--- src/rtl/core/heap_sort_subrange_top_assert.svh ---
// ----------------------------------------------------------------------------
// heap_sort_subrange_top_assert.svh
// assertion macros shared by the heap sort block
// ----------------------------------------------------------------------------
`ifndef HEAP_SORT_SUBRANGE_TOP_ASSERT_SVH
`define HEAP_SORT_SUBRANGE_TOP_ASSERT_SVH

`ifndef SYNTHESIS

// check on every clock edge outside reset
`define HSS_ASSERT(lbl, prop, msg) \
  lbl: assert property (@(posedge clk_i) disable iff (!rst_ni) prop) else $error(msg);

// check on every clock edge, reset included
`define HSS_ASSERT_ALWAYS(lbl, prop, msg) \
  lbl: assert property (@(posedge clk_i) prop) else $error(msg);

`else

`define HSS_ASSERT(lbl, prop, msg)
`define HSS_ASSERT_ALWAYS(lbl, prop, msg)

`endif

`endif

--- src/rtl/core/hss_pkg.sv ---
// ----------------------------------------------------------------------------
// hss_pkg
// shared types and register codes of the heap sort block
// ----------------------------------------------------------------------------
package hss_pkg;

  localparam int unsigned DataW = 32;
  localparam int unsigned RangeW = 6;

  // register index, taken from paddr bit 2
  localparam logic REG_RANGE_START = 1'b0;
  localparam logic REG_RANGE_END   = 1'b1;

  typedef logic signed [DataW-1:0] elem_t;

  // memory port strobes
  typedef struct packed {
    logic wr_en;
    logic rd_en;
  } mem_ctl_t;

endpackage

--- src/rtl/core/hss_mem.sv ---
// ----------------------------------------------------------------------------
// hss_mem
// element store: one write port, one read port with registered data
// ----------------------------------------------------------------------------
module hss_mem #(
  parameter int unsigned Depth = 64,
  localparam int unsigned AddrW = (Depth > 1) ? $clog2(Depth) : 1
) (
  input  logic             clk_i,
  input  hss_pkg::mem_ctl_t ctl_i,
  input  logic [AddrW-1:0] waddr_i,
  input  hss_pkg::elem_t   wdata_i,
  input  logic [AddrW-1:0] raddr_i,
  output hss_pkg::elem_t   rdata_o
);
  import hss_pkg::*;

  elem_t mem_q [Depth];
  elem_t rdata_q;

  always_ff @(posedge clk_i) begin
    if (ctl_i.wr_en) begin
      mem_q[waddr_i] <= wdata_i;
    end
  end

  always_ff @(posedge clk_i) begin
    if (ctl_i.rd_en) begin
      rdata_q <= mem_q[raddr_i];
    end
  end

  assign rdata_o = rdata_q;

endmodule

--- src/rtl/core/hss_sort.sv ---
// ----------------------------------------------------------------------------
// hss_sort
// in-place heapsort sequencer over a window of the element store
// ----------------------------------------------------------------------------
module hss_sort #(
  parameter int unsigned MaxElems = 64,
  localparam int unsigned AddrW = (MaxElems > 1) ? $clog2(MaxElems) : 1,
  localparam int unsigned CntW = $clog2(MaxElems + 1)
) (
  input  logic              clk_i,
  input  logic              rst_ni,
  input  logic              start_i,
  input  logic [AddrW-1:0]  lo_i,
  input  logic [CntW-1:0]   size_i,
  output logic              done_o,
  output hss_pkg::mem_ctl_t mem_ctl_o,
  output logic [AddrW-1:0]  waddr_o,
  output hss_pkg::elem_t    wdata_o,
  output logic [AddrW-1:0]  raddr_o,
  input  hss_pkg::elem_t    rdata_i
);
  import hss_pkg::*;

  localparam int unsigned IdxW = CntW + 1;

  typedef enum logic [3:0] {
    ST_IDLE,
    ST_BLD_RD,
    ST_BLD_LD,
    ST_SFT_L,
    ST_SFT_R,
    ST_SFT_CMP,
    ST_EXT_A,
    ST_EXT_B,
    ST_EXT_C
  } state_e;

  state_e           state_q, state_d;
  logic             extract_q, extract_d;
  logic [CntW-1:0]  bld_q, bld_d;
  logic [CntW-1:0]  ext_q, ext_d;
  logic [AddrW-1:0] node_q, node_d;
  logic [AddrW-1:0] lo_q, lo_d;
  logic             has_r_q, has_r_d;
  logic             done_q, done_d;
  elem_t            val_q, val_d;
  elem_t            lval_q, lval_d;
  elem_t            root_q, root_d;

  logic [IdxW-1:0]  child;
  logic [IdxW-1:0]  child_r;
  logic [IdxW-1:0]  ext_w;
  logic             pick_l, pick_r, sift_end;
  elem_t            big;

  assign child   = (IdxW'(node_q) << 1) + IdxW'(1);
  assign child_r = child + IdxW'(1);
  assign ext_w   = IdxW'(ext_q);

  // largest of hole value, left child and right child; ties keep the hole value, and the left child over the right
  always_comb begin
    pick_l = lval_q > val_q;
    big    = pick_l ? lval_q : val_q;
    pick_r = has_r_q && (rdata_i > big);
    if (pick_r) begin
      big = rdata_i;
    end
  end

  // memory port and next state
  always_comb begin
    mem_ctl_o = '0;
    waddr_o   = lo_q + node_q;
    wdata_o   = val_q;
    raddr_o   = lo_q;
    state_d   = state_q;
    extract_d = extract_q;
    bld_d     = bld_q;
    ext_d     = ext_q;
    node_d    = node_q;
    lo_d      = lo_q;
    has_r_d   = has_r_q;
    done_d    = 1'b0;
    val_d     = val_q;
    lval_d    = lval_q;
    root_d    = root_q;
    sift_end  = 1'b0;

    unique case (state_q)
      ST_IDLE: begin
        if (start_i) begin
          lo_d      = lo_i;
          ext_d     = size_i;
          bld_d     = size_i >> 1;
          extract_d = 1'b0;
          state_d   = ST_BLD_RD;
        end
      end
      ST_BLD_RD: begin
        mem_ctl_o.rd_en = 1'b1;
        raddr_o         = lo_q + AddrW'(bld_q - CntW'(1));
        state_d         = ST_BLD_LD;
      end
      ST_BLD_LD: begin
        val_d   = rdata_i;
        node_d  = AddrW'(bld_q - CntW'(1));
        state_d = ST_SFT_L;
      end
      ST_SFT_L: begin
        if (child < ext_w) begin
          mem_ctl_o.rd_en = 1'b1;
          raddr_o         = lo_q + child[AddrW-1:0];
          state_d         = ST_SFT_R;
        end else begin
          // leaf reached: drop the hole value here
          mem_ctl_o.wr_en = 1'b1;
          sift_end        = 1'b1;
        end
      end
      ST_SFT_R: begin
        lval_d  = rdata_i;
        has_r_d = child_r < ext_w;
        if (child_r < ext_w) begin
          mem_ctl_o.rd_en = 1'b1;
          raddr_o         = lo_q + child_r[AddrW-1:0];
        end
        state_d = ST_SFT_CMP;
      end
      ST_SFT_CMP: begin
        mem_ctl_o.wr_en = 1'b1;
        if (pick_l || pick_r) begin
          // child moves up into the hole
          wdata_o = big;
          node_d  = pick_r ? child_r[AddrW-1:0] : child[AddrW-1:0];
          state_d = ST_SFT_L;
        end else begin
          sift_end = 1'b1;
        end
      end
      ST_EXT_A: begin
        if (ext_q > CntW'(1)) begin
          ext_d           = ext_q - CntW'(1);
          mem_ctl_o.rd_en = 1'b1;
          raddr_o         = lo_q;
          state_d         = ST_EXT_B;
        end else begin
          done_d  = 1'b1;
          state_d = ST_IDLE;
        end
      end
      ST_EXT_B: begin
        root_d          = rdata_i;
        mem_ctl_o.rd_en = 1'b1;
        raddr_o         = lo_q + AddrW'(ext_q);
        state_d         = ST_EXT_C;
      end
      ST_EXT_C: begin
        // max goes to the tail, tail value sifts down from the root
        mem_ctl_o.wr_en = 1'b1;
        waddr_o         = lo_q + AddrW'(ext_q);
        wdata_o         = root_q;
        val_d           = rdata_i;
        node_d          = '0;
        state_d         = ST_SFT_L;
      end
      default: begin
        state_d = ST_IDLE;
      end
    endcase

    if (sift_end) begin
      if (!extract_q && (bld_q != CntW'(1))) begin
        bld_d   = bld_q - CntW'(1);
        state_d = ST_BLD_RD;
      end else begin
        extract_d = 1'b1;
        state_d   = ST_EXT_A;
      end
    end
  end

  always_ff @(posedge clk_i or negedge rst_ni) begin
    if (!rst_ni) begin
      state_q   <= ST_IDLE;
      extract_q <= 1'b0;
      done_q    <= 1'b0;
    end else begin
      state_q   <= state_d;
      extract_q <= extract_d;
      done_q    <= done_d;
    end
  end

  always_ff @(posedge clk_i) begin
    bld_q   <= bld_d;
    ext_q   <= ext_d;
    node_q  <= node_d;
    lo_q    <= lo_d;
    has_r_q <= has_r_d;
    val_q   <= val_d;
    lval_q  <= lval_d;
    root_q  <= root_d;
  end

  assign done_o = done_q;

endmodule

--- src/rtl/core/heap_sort_subrange_top.sv ---
// ----------------------------------------------------------------------------
// heap_sort_subrange_top
// loads a list of signed words, heap-sorts a configured window of positions
// in place and streams the whole list back out, or on a bad range sends a
// single error beat in place of the list
//
//  channel   direction  handshake               payload
//  input     in         in_valid_i/in_ready_o   element_value_i, last_element_i
//  output    out        out_valid_o/out_ready_i sorted_value_o, last_output_o,
//                                               bounds_error_o
//  config    in/out     psel/penable/pwrite     paddr, pwdata, prdata
//
//  loading takes one beat per cycle; beats past MAX_ELEMENTS are dropped
//  the sort runs on a single-port-read store: each sift level steps through a
//  left read, a right read, and a compare and move
//  output beats leave one at a time; each next position is read from the store
//  as the previous beat leaves, and then waits in the output register
//  no input beat is taken from the last input beat until the last output beat
//  reset clears the load counter and sets the range to the full store; the store
//  itself needs no clearing since only written positions are read
// ----------------------------------------------------------------------------
`include "heap_sort_subrange_top_assert.svh"

module heap_sort_subrange_top #(
  parameter int unsigned MAX_ELEMENTS = 64
) (
  input  logic                  clk_i,
  input  logic                  rst_ni,
  // input stream
  input  logic                  in_valid_i,
  output logic                  in_ready_o,
  input  hss_pkg::elem_t        element_value_i,
  input  logic                  last_element_i,
  // result stream
  output logic                  out_valid_o,
  input  logic                  out_ready_i,
  output hss_pkg::elem_t        sorted_value_o,
  output logic                  last_output_o,
  output logic                  bounds_error_o,
  // register port
  input  logic                  psel,
  input  logic                  penable,
  input  logic                  pwrite,
  input  logic [2:0]            paddr,
  input  logic [31:0]           pwdata,
  output logic [31:0]           prdata,
  output logic                  pready
);
  import hss_pkg::*;

  localparam int unsigned AddrW = (MAX_ELEMENTS > 1) ? $clog2(MAX_ELEMENTS) : 1;
  localparam int unsigned CntW  = $clog2(MAX_ELEMENTS + 1);

  typedef enum logic [2:0] {
    ST_LOAD,   // taking input beats
    ST_CHECK,  // range check, kick off the sort
    ST_SORT,   // sequencer owns the store
    ST_RD,     // first read of the drain
    ST_SHOW,   // read data lands in the output register
    ST_HOLD    // output beat waits for the sink
  } state_e;

  state_e             state_q, state_d;
  logic [CntW-1:0]    cnt_q, cnt_d;
  logic [AddrW-1:0]   pos_q, pos_d;
  logic [RangeW-1:0]  range_start_q, range_end_q;
  logic               out_valid_q, out_valid_d;
  logic               last_output_q, last_output_d;
  logic               bounds_error_q, bounds_error_d;
  elem_t              sorted_value_q, sorted_value_d;

  // store ports as seen by the top
  mem_ctl_t           top_ctl, mem_ctl;
  logic [AddrW-1:0]   top_waddr, top_raddr, mem_waddr, mem_raddr;
  elem_t              mem_wdata, mem_rdata;

  // sequencer
  mem_ctl_t           sort_ctl;
  logic [AddrW-1:0]   sort_waddr, sort_raddr;
  elem_t              sort_wdata;
  logic               sort_start, sort_done;
  logic [CntW-1:0]    sort_size;

  logic               range_bad;
  logic               in_beat, out_beat, cfg_wr;

  assign in_ready_o = (state_q == ST_LOAD);
  assign in_beat    = in_valid_i && in_ready_o;
  assign out_beat   = out_valid_q && out_ready_i;

  // ---------------------------------------------------------------------------
  // register port
  // ---------------------------------------------------------------------------
  assign pready = 1'b1;
  assign cfg_wr = psel && penable && pwrite;

  always_ff @(posedge clk_i or negedge rst_ni) begin
    if (!rst_ni) begin
      range_start_q <= '0;
      range_end_q   <= '1;
    end else if (cfg_wr) begin
      unique case (paddr[2])
        REG_RANGE_START: range_start_q <= pwdata[RangeW-1:0];
        REG_RANGE_END:   range_end_q   <= pwdata[RangeW-1:0];
        default:         range_end_q   <= range_end_q;
      endcase
    end
  end

  always_comb begin
    unique case (paddr[2])
      REG_RANGE_START: prdata = 32'(range_start_q);
      REG_RANGE_END:   prdata = 32'(range_end_q);
      default:         prdata = '0;
    endcase
  end

  // ---------------------------------------------------------------------------
  // range check and sort launch
  // ---------------------------------------------------------------------------
  // end must fall below the loaded count and not before start
  assign range_bad  = (range_start_q > range_end_q) || (32'(range_end_q) >= 32'(cnt_q));
  assign sort_size  = CntW'({1'b0, range_end_q} - {1'b0, range_start_q} + 7'd1);
  // a one-position window needs no sort
  assign sort_start = (state_q == ST_CHECK) && !range_bad && (range_end_q > range_start_q);

  hss_sort #(
    .MaxElems (MAX_ELEMENTS)
  ) u_sort (
    .clk_i     (clk_i),
    .rst_ni    (rst_ni),
    .start_i   (sort_start),
    .lo_i      (range_start_q[AddrW-1:0]),
    .size_i    (sort_size),
    .done_o    (sort_done),
    .mem_ctl_o (sort_ctl),
    .waddr_o   (sort_waddr),
    .wdata_o   (sort_wdata),
    .raddr_o   (sort_raddr),
    .rdata_i   (mem_rdata)
  );

  // ---------------------------------------------------------------------------
  // control: load, check, sort, drain
  // ---------------------------------------------------------------------------
  always_comb begin
    state_d        = state_q;
    cnt_d          = cnt_q;
    pos_d          = pos_q;
    out_valid_d    = out_valid_q;
    last_output_d  = last_output_q;
    bounds_error_d = bounds_error_q;
    sorted_value_d = sorted_value_q;
    top_ctl        = '0;
    top_waddr      = cnt_q[AddrW-1:0];
    top_raddr      = pos_q;

    unique case (state_q)
      ST_LOAD: begin
        if (in_beat) begin
          // a full store drops the beat but still honors its last flag
          if (cnt_q < CntW'(MAX_ELEMENTS)) begin
            top_ctl.wr_en = 1'b1;
            cnt_d         = cnt_q + CntW'(1);
          end
          if (last_element_i) begin
            state_d = ST_CHECK;
          end
        end
      end
      ST_CHECK: begin
        pos_d = '0;
        if (range_bad) begin
          // single error beat, list discarded
          out_valid_d    = 1'b1;
          sorted_value_d = '0;
          last_output_d  = 1'b1;
          bounds_error_d = 1'b1;
          state_d        = ST_HOLD;
        end else if (sort_start) begin
          state_d = ST_SORT;
        end else begin
          state_d = ST_RD;
        end
      end
      ST_SORT: begin
        if (sort_done) begin
          state_d = ST_RD;
        end
      end
      ST_RD: begin
        top_ctl.rd_en = 1'b1;
        state_d       = ST_SHOW;
      end
      ST_SHOW: begin
        out_valid_d    = 1'b1;
        sorted_value_d = mem_rdata;
        last_output_d  = (CntW'(pos_q) + CntW'(1)) == cnt_q;
        bounds_error_d = 1'b0;
        state_d        = ST_HOLD;
      end
      ST_HOLD: begin
        if (out_beat) begin
          out_valid_d = 1'b0;
          if (last_output_q) begin
            cnt_d   = '0;
            state_d = ST_LOAD;
          end else begin
            // fetch the next position in the same cycle the beat leaves
            pos_d         = pos_q + AddrW'(1);
            top_raddr     = pos_q + AddrW'(1);
            top_ctl.rd_en = 1'b1;
            state_d       = ST_SHOW;
          end
        end
      end
      default: begin
        state_d = ST_LOAD;
      end
    endcase
  end

  always_ff @(posedge clk_i or negedge rst_ni) begin
    if (!rst_ni) begin
      state_q     <= ST_LOAD;
      cnt_q       <= '0;
      out_valid_q <= 1'b0;
    end else begin
      state_q     <= state_d;
      cnt_q       <= cnt_d;
      out_valid_q <= out_valid_d;
    end
  end

  always_ff @(posedge clk_i) begin
    pos_q          <= pos_d;
    last_output_q  <= last_output_d;
    bounds_error_q <= bounds_error_d;
    sorted_value_q <= sorted_value_d;
  end

  // ---------------------------------------------------------------------------
  // element store, owned by the sequencer while it runs
  // ---------------------------------------------------------------------------
  always_comb begin
    if (state_q == ST_SORT) begin
      mem_ctl   = sort_ctl;
      mem_waddr = sort_waddr;
      mem_wdata = sort_wdata;
      mem_raddr = sort_raddr;
    end else begin
      mem_ctl   = top_ctl;
      mem_waddr = top_waddr;
      mem_wdata = element_value_i;
      mem_raddr = top_raddr;
    end
  end

  hss_mem #(
    .Depth (MAX_ELEMENTS)
  ) u_mem (
    .clk_i   (clk_i),
    .ctl_i   (mem_ctl),
    .waddr_i (mem_waddr),
    .wdata_i (mem_wdata),
    .raddr_i (mem_raddr),
    .rdata_o (mem_rdata)
  );

  assign out_valid_o    = out_valid_q;
  assign sorted_value_o = sorted_value_q;
  assign last_output_o  = last_output_q;
  assign bounds_error_o = bounds_error_q;

  // ---------------------------------------------------------------------------
  // assertions
  // ---------------------------------------------------------------------------
  // input and output sides are never open together; state is unknown before
  // the first edge under reset
  `HSS_ASSERT_ALWAYS(a_no_overlap, !rst_ni || !(in_ready_o && out_valid_o), "load and drain overlap")

  // the last output beat reopens the input side
  `HSS_ASSERT(a_reopen, (out_valid_o && out_ready_i && last_output_o) |=> in_ready_o,
              "input not reopened after run")

  // an error beat is always a lone zero beat
  `HSS_ASSERT(a_err_beat,
              (out_valid_o && bounds_error_o) |-> (last_output_o && (sorted_value_o == 0)),
              "malformed error beat")

  // load count stays within the store
  `HSS_ASSERT(a_cnt_range, 32'(cnt_q) <= MAX_ELEMENTS, "load count overflow")

endmodule
--- config.mk ---
export PLATFORM = sky130hd
export DESIGN_NAME = heap_sort_subrange_top
export DESIGN_NICKNAME = d
export VERILOG_FILES = /design/src/rtl/core/hss_pkg.sv /design/src/rtl/core/hss_mem.sv /design/src/rtl/core/hss_sort.sv /design/src/rtl/core/heap_sort_subrange_top.sv
export VERILOG_INCLUDE_DIRS = /design/src /design/src/rtl/core
export SDC_FILE = /design/constraint.sdc
export NUM_CORES = 2
export LEC_CHECK = 0
export BUFFER_PORTS_ARGS = -buffer_cell sky130_fd_sc_hd__buf_4
export CORE_ASPECT_RATIO = 2
export CORE_UTILIZATION = 35
export DETAILED_ROUTE_END_ITERATION = 8
export PLACE_DENSITY = 0.55
export SYNTH_ARGS = -nofsm -noshare
export SYNTH_HDL_FRONTEND = slang
export SYNTH_SLANG_ARGS = --single-unit
--- constraint.sdc ---
create_clock -name clk_i -period 11.8 [get_ports clk_i]
set_input_delay 2.36 -clock clk_i [delete_from_list [all_inputs] [get_ports clk_i]]
set_output_delay 2.36 -clock clk_i [all_outputs]
set_load 0.01 [all_outputs]
==> flow_summary.yaml <==
yosys:
  syn_area_um2: 95500
  syn_avg_cell_area_um2: 13.6
  synth.distinct_cells: 91
  synth_ff_type: "edfxtp_1"
  synth_top_cell_by_area: "edfxtp_1"
  synth_top_area_share: 0.703
  ys_seq_area_frac: 0.712
  synth_cells: 7011
  synth-warning-count: 0
  synth_edf_count: 2236
  synthArstFlopShare: 0.0128
  synth.area.top_cells: "edfxtp_1 70%, nand3_1 4.5%, o21ai_0 3.0%, nand2_1 2.2%, mux2i_1 2.0%"
  synth-seq-cells: 2272
clock_tree:
  cts_tree: "done"
  postCtsResizedCells: 0
  hold_buffers: 0
  clk_pin_slew_ns: 0.07
  clock_latency_ns: 0.87
  cts.sink_count: 2272
  cts_buffers: 192
  clock_path_buffers: 4
  cts_setup_buffers: 0
  root_buffer: "clkbuf_16"
  htree_levels: 4
floorplan:
  fp.dieW_um: 371
  coreArea_um2: 272000
  pin_count: 144
  die_h_um: 741
  rows: 271
  initial_core_util: 0.351
  die-area_um2: 275000
setup_path:
  cp_data_arrival_time_ns: 8.48
  reg2reg_to: "u_mem.mem_q[59][0]"
  rr_worst_depth: 20
  cp-endpoint: "u_mem.mem_q[59][0]"
  endpoint_kind: "flop"
  startpoint: "u_sort.lval_q[26]"
  ff2ff_setup_slack_ns: 3.76
  reg2reg_from: "u_sort.lval_q[26]"
  worstSetupPathType: "flop to flop"
  critical_path_peak_fanout: 64
  startpoint_type: "flop"
  worstPathRequired_ns: 12.25
grt:
  grt_max_degree: 185
  antenna_found_initial: 5
  track_usage: 0.205
  grt_pass1_vias: 61600
  grt_pass1_wl_um: 418000
  grt_overflow_total: 0
power:
  irDropWorstVdd_uv: 378
  p_leak_uw: 0.0342
  power_density_nw_per_um2: 248
sta:
  tightest_slew_ns: 1.18
  finalSetupTns_ns: 0
  fin_crit_ns: 8.04
  hold_viol: 0
  clock_skew_ns: 0.0786
  setup_viol: 0
  slew_violations: 0
  rsz0062_at_grt: "no"
  slew_headroom: 0.210
  fin_crit_sh: 0.681
  max_freq_mhz: 124
layout:
  finalNonFillerCells: 10600
  fin_nets: 7106
  drive_gt1_frac: 0.0989
  area_growth_pct: 11.7
drt:
  wl_per_cell_um: 27.4
  post_drt_via_cell_ratio: 5.83
  ant_nets: 0
  drc_errors: 0
  finalWirelength_um: 290000
  first_iter_violations: 6094
  vias: 61700
  drt-pass1-iter-count: 6
placed_design:
  hpwlAfterDp_um: 171000
  gp_congestion: 0.881
  place_inst: 10300
  io_buffers: 88
outcome:
  outcome: "finished, final reports clean"
hold_path:
  hold_path_class: "flop to flop"
run:
  maxCapViolations: 0
cells in the mapped netlist (all sizes together) (7+ instances only):
library cell,number
a31oi,99
buf,196
nand3,861
inv,95
nand4,294
edfxtp,2236
mux2i,193
a41oi,128
a2111oi,15
a21o,36
nor2b,9
dfrtp,23
a221oi,101
fa,8
o211ai,13
o21ai,575
a31o,8
xor2,19
and3,120
nand2,562
a21oi,233
a32oi,62
nor2,174
nor3,45
mux2,17
a211oi,107
xnor2,37
ha,125
o31ai,66
dfxtp,7
o22ai,7
or4,36
nand2b,11
clkbuf,403
critical path: stages, from the launching register on:
cell and delay, ns:
edfxtp_1 0.40, ha_1 0.32, nand4_1 0.36, nor2_1 0.31, nand4_1 0.17, or4_1 0.56
nand3b_1 0.20, buf_4 0.60, mux2i_1 0.41, ha_1 0.31, a21oi_1 0.20, o21ai_0 0.20
a221o_1 0.43, a2111o_1 0.41, nor3_1 0.21, mux2_2 0.71, buf_4 0.50, mux2_2 0.39
a221oi_1 0.40, a21oi_4 0.09, buf_4 0.31
how the worst min path moves through the flow:
stage	end	cells past startpoint	slack, ns	startpoint
2_1_floorplan	u_sort.bld_q[6]	1	0.44	u_sort.bld_q[6]
3_3_place_gp	u_sort.bld_q[6]	1	0.46	u_sort.bld_q[6]
3_5_place_dp	u_sort.bld_q[6]	1	0.46	u_sort.bld_q[6]
4_1_cts	u_sort.bld_q[6]	1	0.47	u_sort.bld_q[6]
5_1_grt	u_sort.bld_q[6]	1	0.52	u_sort.bld_q[6]
6_report	u_sort.bld_q[6]	1	0.48	u_sort.bld_q[6]
cells by family (layout without fill, tap and decap cells):
logic type / Yosys count / after routing / synth area share
fa+ha+maj: 133 / 133 / 0.0180
flops: 2272 / 2272 / 0.712
mux: 213 / 213 / 0.0229
xor+xnor: 56 / 56 / 0.00513
buf+inv: 695 / 697 / 0.0308
other cells: 2 / 31 / 0.0000786
compound gates: 1485 / 1485 / 0.0996
simple gates: 2155 / 2155 / 0.112
cell usage in the layout, fill, tap and decap left out, drive strengths merged, types with 107 or more instances in the layout:
master,Yosys,final
nand2,562,562
and3,120,120
mux2i,193,193
a21oi,233,233
buf,196,267
nor2,174,174
edfxtp,2236,2236
clkbuf,403,231
ha,125,125
nand4,294,294
a211oi,107,107
nand3,861,861
a41oi,128,128
o21ai,575,575
layout make-up:
class                           count  area, µm²
Fill cell                       25200     165000
Sequential cell                  2272      68000
Multi-Input combinational cell   4069      25700
Clock buffer                      231       4970
Tap cell                         3549       4440
Timing Repair Buffer              267       2190
Clock inverter                    103       1040
Inverter                           96        360
Antenna cell                        4       10.0
state kept, by name, summed over array words and instances, names as in the netlist, 7 cells and up:
register        cells
u_mem.rdata_o      32
u_sort.lval_q      32
u_mem.mem_q      2048
sorted_value_o     32
u_sort.root_q      32
cnt_q               7
u_sort.val_q       32
u_sort.bld_q        7
u_sort.ext_q        7
per-stage QoR:
step                 util  hold WS, ns  setup WS (ns)  area, µm²  total power [µW]
floorplan               -        0.440           4.70      95600             16300
global placement    0.370        0.462           3.77     101000             20100
detailed placement  0.370        0.460           3.80     101000             20200
CTS                 0.392        0.475           3.72     107000             26500
global route        0.392        0.520           3.51     107000             27600
finish              0.392        0.476           3.76     107000             26400
routing by layer:
| metal | vias up | GRT usage | routed length (µm) |
|---|---|---|---|
| met3 | 649 | 0.0215 | 14400 |
| met4 | 2 | 0.109 | 16800 |
| li1 | 27100 | - | - |
| met2 | 2319 | 0.386 | 157000 |
| met1 | 31700 | 0.223 | 102000 |
| met5 | - | 0 | 13 |
power breakdown:
part | leakage, µW | internal (µW) | switching, µW
registers | 0.0206 | 9450 | 289
logic | 0.0107 | 2870 | 7470
clock network | 0.00294 | 3430 | 2920
total | 0.0342 | 15700 | 10700
No activity file was read; power rests on OpenSTA's default activity.
